### src/design/bba_pkg.sv
`default_nettype none
// ----------------------------------------------------------------------------
// bba_pkg
// Shared constants, command and status types for the buddy block allocator.
// ----------------------------------------------------------------------------
package bba_pkg;

  localparam int TOP_BLOCKS_DEF      = 32;
  localparam int TOP_ORDER_DEF       = 10;
  localparam int MIN_BLOCK_BYTES_DEF = 128;
  localparam int HEADER_RESET        = 32;

  localparam int CMD_W  = 1;
  localparam int REQ_W  = 27;
  localparam int OFF_W  = 22;
  localparam int ORD_W  = 4;
  localparam int CNT_W  = 16;
  localparam int BYTE_W = 23;
  localparam int HDR_W  = 7;
  localparam int ST_W   = 2;

  localparam logic [CMD_W-1:0] CMD_ALLOC = 1'b0;
  localparam logic [CMD_W-1:0] CMD_FREE  = 1'b1;

  localparam logic [ST_W-1:0] ST_OK        = 2'd0;
  localparam logic [ST_W-1:0] ST_NO_SPACE  = 2'd1;
  localparam logic [ST_W-1:0] ST_TOO_LARGE = 2'd2;
  localparam logic [ST_W-1:0] ST_INVALID   = 2'd3;

  localparam int OP_W = 5;
  localparam logic [OP_W-1:0] OP_NOP       = 5'd0;
  localparam logic [OP_W-1:0] OP_CLEAR     = 5'd1;
  localparam logic [OP_W-1:0] OP_LATCH     = 5'd2;
  localparam logic [OP_W-1:0] OP_AL_INIT   = 5'd3;
  localparam logic [OP_W-1:0] OP_SCAN_RD   = 5'd4;
  localparam logic [OP_W-1:0] OP_SCAN_NEXT = 5'd5;
  localparam logic [OP_W-1:0] OP_TAKE      = 5'd6;
  localparam logic [OP_W-1:0] OP_SP_STEP   = 5'd7;
  localparam logic [OP_W-1:0] OP_SP_RD     = 5'd8;
  localparam logic [OP_W-1:0] OP_SP_WR     = 5'd9;
  localparam logic [OP_W-1:0] OP_AL_UNIT   = 5'd10;
  localparam logic [OP_W-1:0] OP_USE_RD_A  = 5'd11;
  localparam logic [OP_W-1:0] OP_USE_RD_F  = 5'd12;
  localparam logic [OP_W-1:0] OP_GRANT     = 5'd13;
  localparam logic [OP_W-1:0] OP_FREE_PRE  = 5'd14;
  localparam logic [OP_W-1:0] OP_RELEASE   = 5'd15;
  localparam logic [OP_W-1:0] OP_MG_RD     = 5'd16;
  localparam logic [OP_W-1:0] OP_MG_TAKE   = 5'd17;
  localparam logic [OP_W-1:0] OP_MG_SET    = 5'd18;
  localparam logic [OP_W-1:0] OP_RESULT    = 5'd19;

  typedef struct packed {
    logic [OP_W-1:0] op;
    logic [ST_W-1:0] res_status;
  } bba_cmd_t;

  typedef struct packed {
    logic clear_done;
    logic too_large;
    logic word_nz;
    logic scan_exhaust;
    logic at_k;
    logic pre_bad;
    logic use_bad;
    logic buddy_free;
    logic k_top;
  } bba_stat_t;

  function automatic int clog1(input int v);
    return (v > 1) ? $clog2(v) : 1;
  endfunction

  function automatic int words_of(input int bits);
    return (bits + 31) / 32;
  endfunction

  function automatic int map_word_base(input int units, input int k);
    int b;
    b = 0;
    for (int j = 0; j < k; j++) begin
      b = b + words_of(units >> j);
    end
    return b;
  endfunction

endpackage
`default_nettype wire

### src/design/bba_ctrl.sv
`default_nettype none
// ----------------------------------------------------------------------------
// bba_ctrl
// Sequencer for the allocator: clearing pass, search, split, free and merge.
// ----------------------------------------------------------------------------
module bba_ctrl (
  input  wire                         clk,
  input  wire                         rst_n,
  input  wire                         in_valid,
  output logic                        in_ready,
  input  wire  [bba_pkg::CMD_W-1:0]   in_command,
  output logic                        out_valid,
  input  wire                         out_ready,
  output bba_pkg::bba_cmd_t           cmd,
  input  bba_pkg::bba_stat_t          stat
);
  import bba_pkg::*;

  localparam logic [4:0] S_CLEAR   = 5'd0;
  localparam logic [4:0] S_IDLE    = 5'd1;
  localparam logic [4:0] S_AL_INIT = 5'd2;
  localparam logic [4:0] S_SC_RD   = 5'd3;
  localparam logic [4:0] S_SC_CHK  = 5'd4;
  localparam logic [4:0] S_TAKE    = 5'd5;
  localparam logic [4:0] S_SP_STEP = 5'd6;
  localparam logic [4:0] S_SP_RD   = 5'd7;
  localparam logic [4:0] S_SP_WR   = 5'd8;
  localparam logic [4:0] S_UNIT    = 5'd9;
  localparam logic [4:0] S_USE_A   = 5'd10;
  localparam logic [4:0] S_GRANT   = 5'd11;
  localparam logic [4:0] S_FR_CHK  = 5'd12;
  localparam logic [4:0] S_USE_F   = 5'd13;
  localparam logic [4:0] S_REL     = 5'd14;
  localparam logic [4:0] S_MG_RD   = 5'd15;
  localparam logic [4:0] S_MG_CHK  = 5'd16;
  localparam logic [4:0] S_MG_TAKE = 5'd17;
  localparam logic [4:0] S_MG_SET  = 5'd18;
  localparam logic [4:0] S_RESULT  = 5'd19;

  logic [4:0]      state_r, state_nxt;
  logic [ST_W-1:0] code_r, code_nxt;
  logic            out_valid_r;
  logic            slot_free;

  assign slot_free = !out_valid_r || out_ready;
  assign in_ready  = (state_r == S_IDLE);
  assign out_valid = out_valid_r;

  always_comb begin
    state_nxt      = state_r;
    code_nxt       = code_r;
    cmd.op         = OP_NOP;
    cmd.res_status = code_r;
    case (state_r)
      S_CLEAR: begin
        cmd.op = OP_CLEAR;
        if (stat.clear_done) begin
          state_nxt = S_IDLE;
        end
      end
      S_IDLE: begin
        if (in_valid) begin
          cmd.op    = OP_LATCH;
          state_nxt = (in_command == CMD_ALLOC) ? S_AL_INIT : S_FR_CHK;
        end
      end
      S_AL_INIT: begin
        if (stat.too_large) begin
          code_nxt  = ST_TOO_LARGE;
          state_nxt = S_RESULT;
        end else begin
          cmd.op    = OP_AL_INIT;
          state_nxt = S_SC_RD;
        end
      end
      S_SC_RD: begin
        cmd.op    = OP_SCAN_RD;
        state_nxt = S_SC_CHK;
      end
      S_SC_CHK: begin
        if (stat.word_nz) begin
          state_nxt = S_TAKE;
        end else if (stat.scan_exhaust) begin
          code_nxt  = ST_NO_SPACE;
          state_nxt = S_RESULT;
        end else begin
          cmd.op    = OP_SCAN_NEXT;
          state_nxt = S_SC_RD;
        end
      end
      S_TAKE: begin
        cmd.op    = OP_TAKE;
        state_nxt = stat.at_k ? S_UNIT : S_SP_STEP;
      end
      S_SP_STEP: begin
        cmd.op    = OP_SP_STEP;
        state_nxt = S_SP_RD;
      end
      S_SP_RD: begin
        cmd.op    = OP_SP_RD;
        state_nxt = S_SP_WR;
      end
      S_SP_WR: begin
        cmd.op    = OP_SP_WR;
        state_nxt = stat.at_k ? S_UNIT : S_SP_STEP;
      end
      S_UNIT: begin
        cmd.op    = OP_AL_UNIT;
        state_nxt = S_USE_A;
      end
      S_USE_A: begin
        cmd.op    = OP_USE_RD_A;
        state_nxt = S_GRANT;
      end
      S_GRANT: begin
        cmd.op    = OP_GRANT;
        code_nxt  = ST_OK;
        state_nxt = S_RESULT;
      end
      S_FR_CHK: begin
        if (stat.pre_bad) begin
          code_nxt  = ST_INVALID;
          state_nxt = S_RESULT;
        end else begin
          cmd.op    = OP_FREE_PRE;
          state_nxt = S_USE_F;
        end
      end
      S_USE_F: begin
        cmd.op    = OP_USE_RD_F;
        state_nxt = S_REL;
      end
      S_REL: begin
        if (stat.use_bad) begin
          code_nxt  = ST_INVALID;
          state_nxt = S_RESULT;
        end else begin
          cmd.op    = OP_RELEASE;
          state_nxt = S_MG_RD;
        end
      end
      S_MG_RD: begin
        cmd.op    = OP_MG_RD;
        state_nxt = S_MG_CHK;
      end
      S_MG_CHK: begin
        state_nxt = (!stat.k_top && stat.buddy_free) ? S_MG_TAKE : S_MG_SET;
      end
      S_MG_TAKE: begin
        cmd.op    = OP_MG_TAKE;
        state_nxt = S_MG_RD;
      end
      S_MG_SET: begin
        cmd.op    = OP_MG_SET;
        code_nxt  = ST_OK;
        state_nxt = S_RESULT;
      end
      S_RESULT: begin
        if (slot_free) begin
          cmd.op    = OP_RESULT;
          state_nxt = S_IDLE;
        end
      end
      default: begin
        state_nxt = S_IDLE;
      end
    endcase
  end

  always_ff @(posedge clk) begin
    if (!rst_n) begin
      state_r     <= S_CLEAR;
      code_r      <= ST_OK;
      out_valid_r <= 1'b0;
    end else begin
      state_r <= state_nxt;
      code_r  <= code_nxt;
      if (cmd.op == OP_RESULT) begin
        out_valid_r <= 1'b1;
      end else if (out_ready) begin
        out_valid_r <= 1'b0;
      end
    end
  end

  a_reset_clears: assert property (@(posedge clk) !rst_n |=> state_r == S_CLEAR)
    else $error("state after reset is not the clearing pass");

  a_result_loads: assert property (@(posedge clk) disable iff (!rst_n)
    (state_r == S_RESULT && slot_free) |=> out_valid_r)
    else $error("result state did not present a transaction");

  a_valid_source: assert property (@(posedge clk) disable iff (!rst_n)
    $rose(out_valid_r) |-> $past(state_r) == S_RESULT)
    else $error("output valid rose outside the result state");

endmodule
`default_nettype wire

### config.mk
export PLATFORM = sky130hd
export DESIGN_NAME = bba_ctrl
export DESIGN_NICKNAME = d
export VERILOG_FILES = /design/src/design/bba_pkg.sv /design/src/design/bba_ctrl.sv
export SDC_FILE = /design/constraint.sdc
export NUM_CORES = 1
export LEC_CHECK = 0
export ABC_AREA = 1
export BUFFER_PORTS_ARGS = -buffer_cell sky130_fd_sc_hd__buf_2
export CAP_MARGIN = 10
export CELL_PAD_IN_SITES_DETAIL_PLACEMENT = 1
export CELL_PAD_IN_SITES_GLOBAL_PLACEMENT = 2
export CORE_MARGIN = 4
export CORE_UTILIZATION = 27
export DETAILED_ROUTE_END_ITERATION = 12
export PLACE_DENSITY = 0.84
export SYNTH_ARGS = -nofsm -noshare
export SYNTH_HDL_FRONTEND = slang
export SYNTH_SLANG_ARGS = --single-unit
### constraint.sdc
create_clock -name clk -period 3.3 [get_ports clk]
set_input_delay 0.165 -clock clk [delete_from_list [all_inputs] [get_ports clk]]
set_output_delay 0.165 -clock clk [all_outputs]
set_load 0.005 [all_outputs]
==> results.py <==
metrics = {
    "clocking": {
        "cts.sinks": 8,
        "cts.path.max_buffers": 2,
        "numCtsBuffers": 3,
        "cts_setup_buffers": 0,
        "cts_resized": 0,
        "clkTransAtPathRegs_ns": 0.06,
        "clock_latency_ns": 0.26,
        "postCtsHoldBufs": 0,
        "cts_tree": "built",
        "h-tree-depth": 1,
        "cts-root-buf": "clkbuf_4",
    },
    "sta": {
        "slew-limit-headroom": 0.744,
        "finalWorstSetupSlack_ns": 1.18,
        "worst_pin_slew_ns": 0.383,
        "finalCriticalPeriod_ns": 2.12,
        "finalHoldViolCount": 0,
        "finalSetupViolCount": 0,
        "tns_ns": 0,
        "rsz0062_at_grt": "no",
        "max_freq_mhz": 472,
        "clock_skew_ns": 0.00690,
        "min_period_over_period": 0.642,
        "slew_viol_final": 0,
    },
    "critical_path": {
        "crit_top_cell": "nand2_1",
        "crit_slowest_cell": "dfxtp_1",
        "cp_num_buf_inv": 2,
        "path_max_fanout": 6,
        "required_ns": 3.13,
        "max_stage_delay_ns": 0.37,
        "critPathLaunchType": "flop",
        "cp-end-kind": "output port",
        "worstPathArrival_ns": 1.95,
        "cp_top_family": "simple AND/OR/NAND/NOR gates",
        "crit_chain": "inv_1 > nand2_1 > nor2_1 > nand2_1 > nor3_1 > nor4_1 > nand4_1 > buf_2",
        "path_class": "reg -> out",
    },
    "floorplan": {
        "io_pins": 23,
        "die_h_um": 67.0,
        "start_util": 0.281,
        "die_area_um2": 4480,
        "coreArea_um2": 3340,
        "die_w_um": 67.0,
        "row_count": 21,
    },
    "route": {
        "drt-total-wl_um": 3620,
        "wl_per_cell_um": 14.3,
        "drt-initial-drc-count": 79,
        "drc_errors": 0,
        "vias_per_cell": 4.92,
        "vias": 1246,
        "dr.pass1.iters": 4,
        "ant_nets": 0,
    },
    "global_route": {
        "grt_max_degree": 9,
        "antenna_found_initial": 0,
        "groute.usage.overall": 0.179,
        "grt_pass1_wl_um": 6090,
        "overflow": 0,
        "first_global_vias": 1303,
    },
    "synthesis": {
        "synthesis.area_um2": 938,
        "synth.distinct_cells": 24,
        "syn_nets": 196,
        "synth.area.top_cells": "nand2_1, nor2_1, dfxtp_1",
        "yosys_warnings": 0,
        "ys_seq_elements": 8,
        "synth_top_area_share": 0.176,
        "syn_area_per_cell_um2": 5.16,
        "synthesis.instances": 182,
        "synth-seq-area-share": 0.171,
        "yosys.area.top_type": "nand2_1",
    },
    "finish": {
        "layout-drive-gt1-share": 0.213,
        "area_growth_pct": 20.3,
        "final_common_cell": "nand2_1",
        "final_util": 0.338,
        "final_nets": 223,
        "layout_common_cells": "nand2_1, nor2_1, inv_1",
        "diodes": 0,
    },
    "status": {
        "outcome": "complete, no violations",
    },
    "min_path": {
        "hp-class": "in -> reg",
    },
    "placement": {
        "gp_congestion": 0.915,
        "dpl.hpwl_um": 3170,
        "portBuffers": 22,
        "pre_cts_ws_ns": 1.46,
    },
    "pwr": {
        "p_per_area_nw_per_um2": 710,
        "irDropWorstVdd_mv": 0.249,
        "p_leak_uw": 0.000674,
    },
    "flow_run": {
        "maxCapViolations": 0,
    },
}
-- metrics by stage --
stage / hold slack (ns) / cells / power, µW / area [µm²]
5_1_grt: 0.168 / 253 / 886 / 1130
3_5_place_dp: 0.427 / 250 / 725 / 1110
4_1_cts: 0.161 / 253 / 805 / 1130
6_report: 0.164 / 253 / 802 / 1130
3_3_place_gp: 0.428 / 250 / 713 / 1110
2_1_floorplan: 0.263 / 182 / 529 / 938
-- worst min-delay path, delay by kind of cell --
kind | cells | cell delay (ns)
buffers and inverters | 1 | 0.12
and+or+nand+nor | 2 | 0.09
-- synth_stat cells (all sizes together) --
library cell,count
clkinv,1
o21ai,9
nor4,1
nand4,7
nor3,4
inv,33
nand3,14
nand2,48
a22oi,1
dfxtp,8
o22ai,1
nor2b,1
a32oi,1
nor2,48
a21oi,4
o211ai,1
-- registers in the layout (all words and copies together), names as in the netlist --
register   cells
out_valid      1
code_r         2
state_r        5
-- cell families (layout without fill, tap and decap cells) --
| logic type | count (synthesis) | in the layout | synth area share |
|---|---|---|---|
| flops | 8 | 8 | 0.171 |
| compound gates | 17 | 17 | 0.105 |
| simple gates | 123 | 123 | 0.587 |
| buf+inv | 34 | 59 | 0.137 |
-- path summary, 6_finish.rpt --
check,start,endpoint,slack [ns],cells after the start
max,state_r[1]$_SDFFE_PN0P_,cmd[2],1.18,8
min,rst_n,code_r[1]$_SDFFE_PN0P_,0.16,3
max reg2reg,state_r[1]$_SDFFE_PN0P_,state_r[2]$_SDFFE_PN0P_,1.58,9
min reg2reg,code_r[0]$_SDFFE_PN0P_,code_r[0]$_SDFFE_PN0P_,0.50,2
-- layer usage --
metal  up-vias  part of all wire  track usage
met2        42              0.49        0.323
met4         0             0.011       0.0278
li1        626                 -            -
met1       574              0.44        0.224
met5         -                 0            0
met3         4             0.056       0.0287
-- final cells by class --
class	instances	area [µm²]
Sequential cell	8	160
Multi-Input combinational cell	140	649
Timing Repair Buffer	22	110
Fill cell	493	2210
Inverter	34	129
Tap cell	46	57.6
Clock buffer	3	22.5
-- power breakdown --
group          switching (µW)  internal [µW]  leakage, µW
registers                40.8            129    0.0000652
clock network            35.4           41.8    0.0000138
logic                     375            180     0.000595
Note: power is estimated with default switching activity, not from simulation.
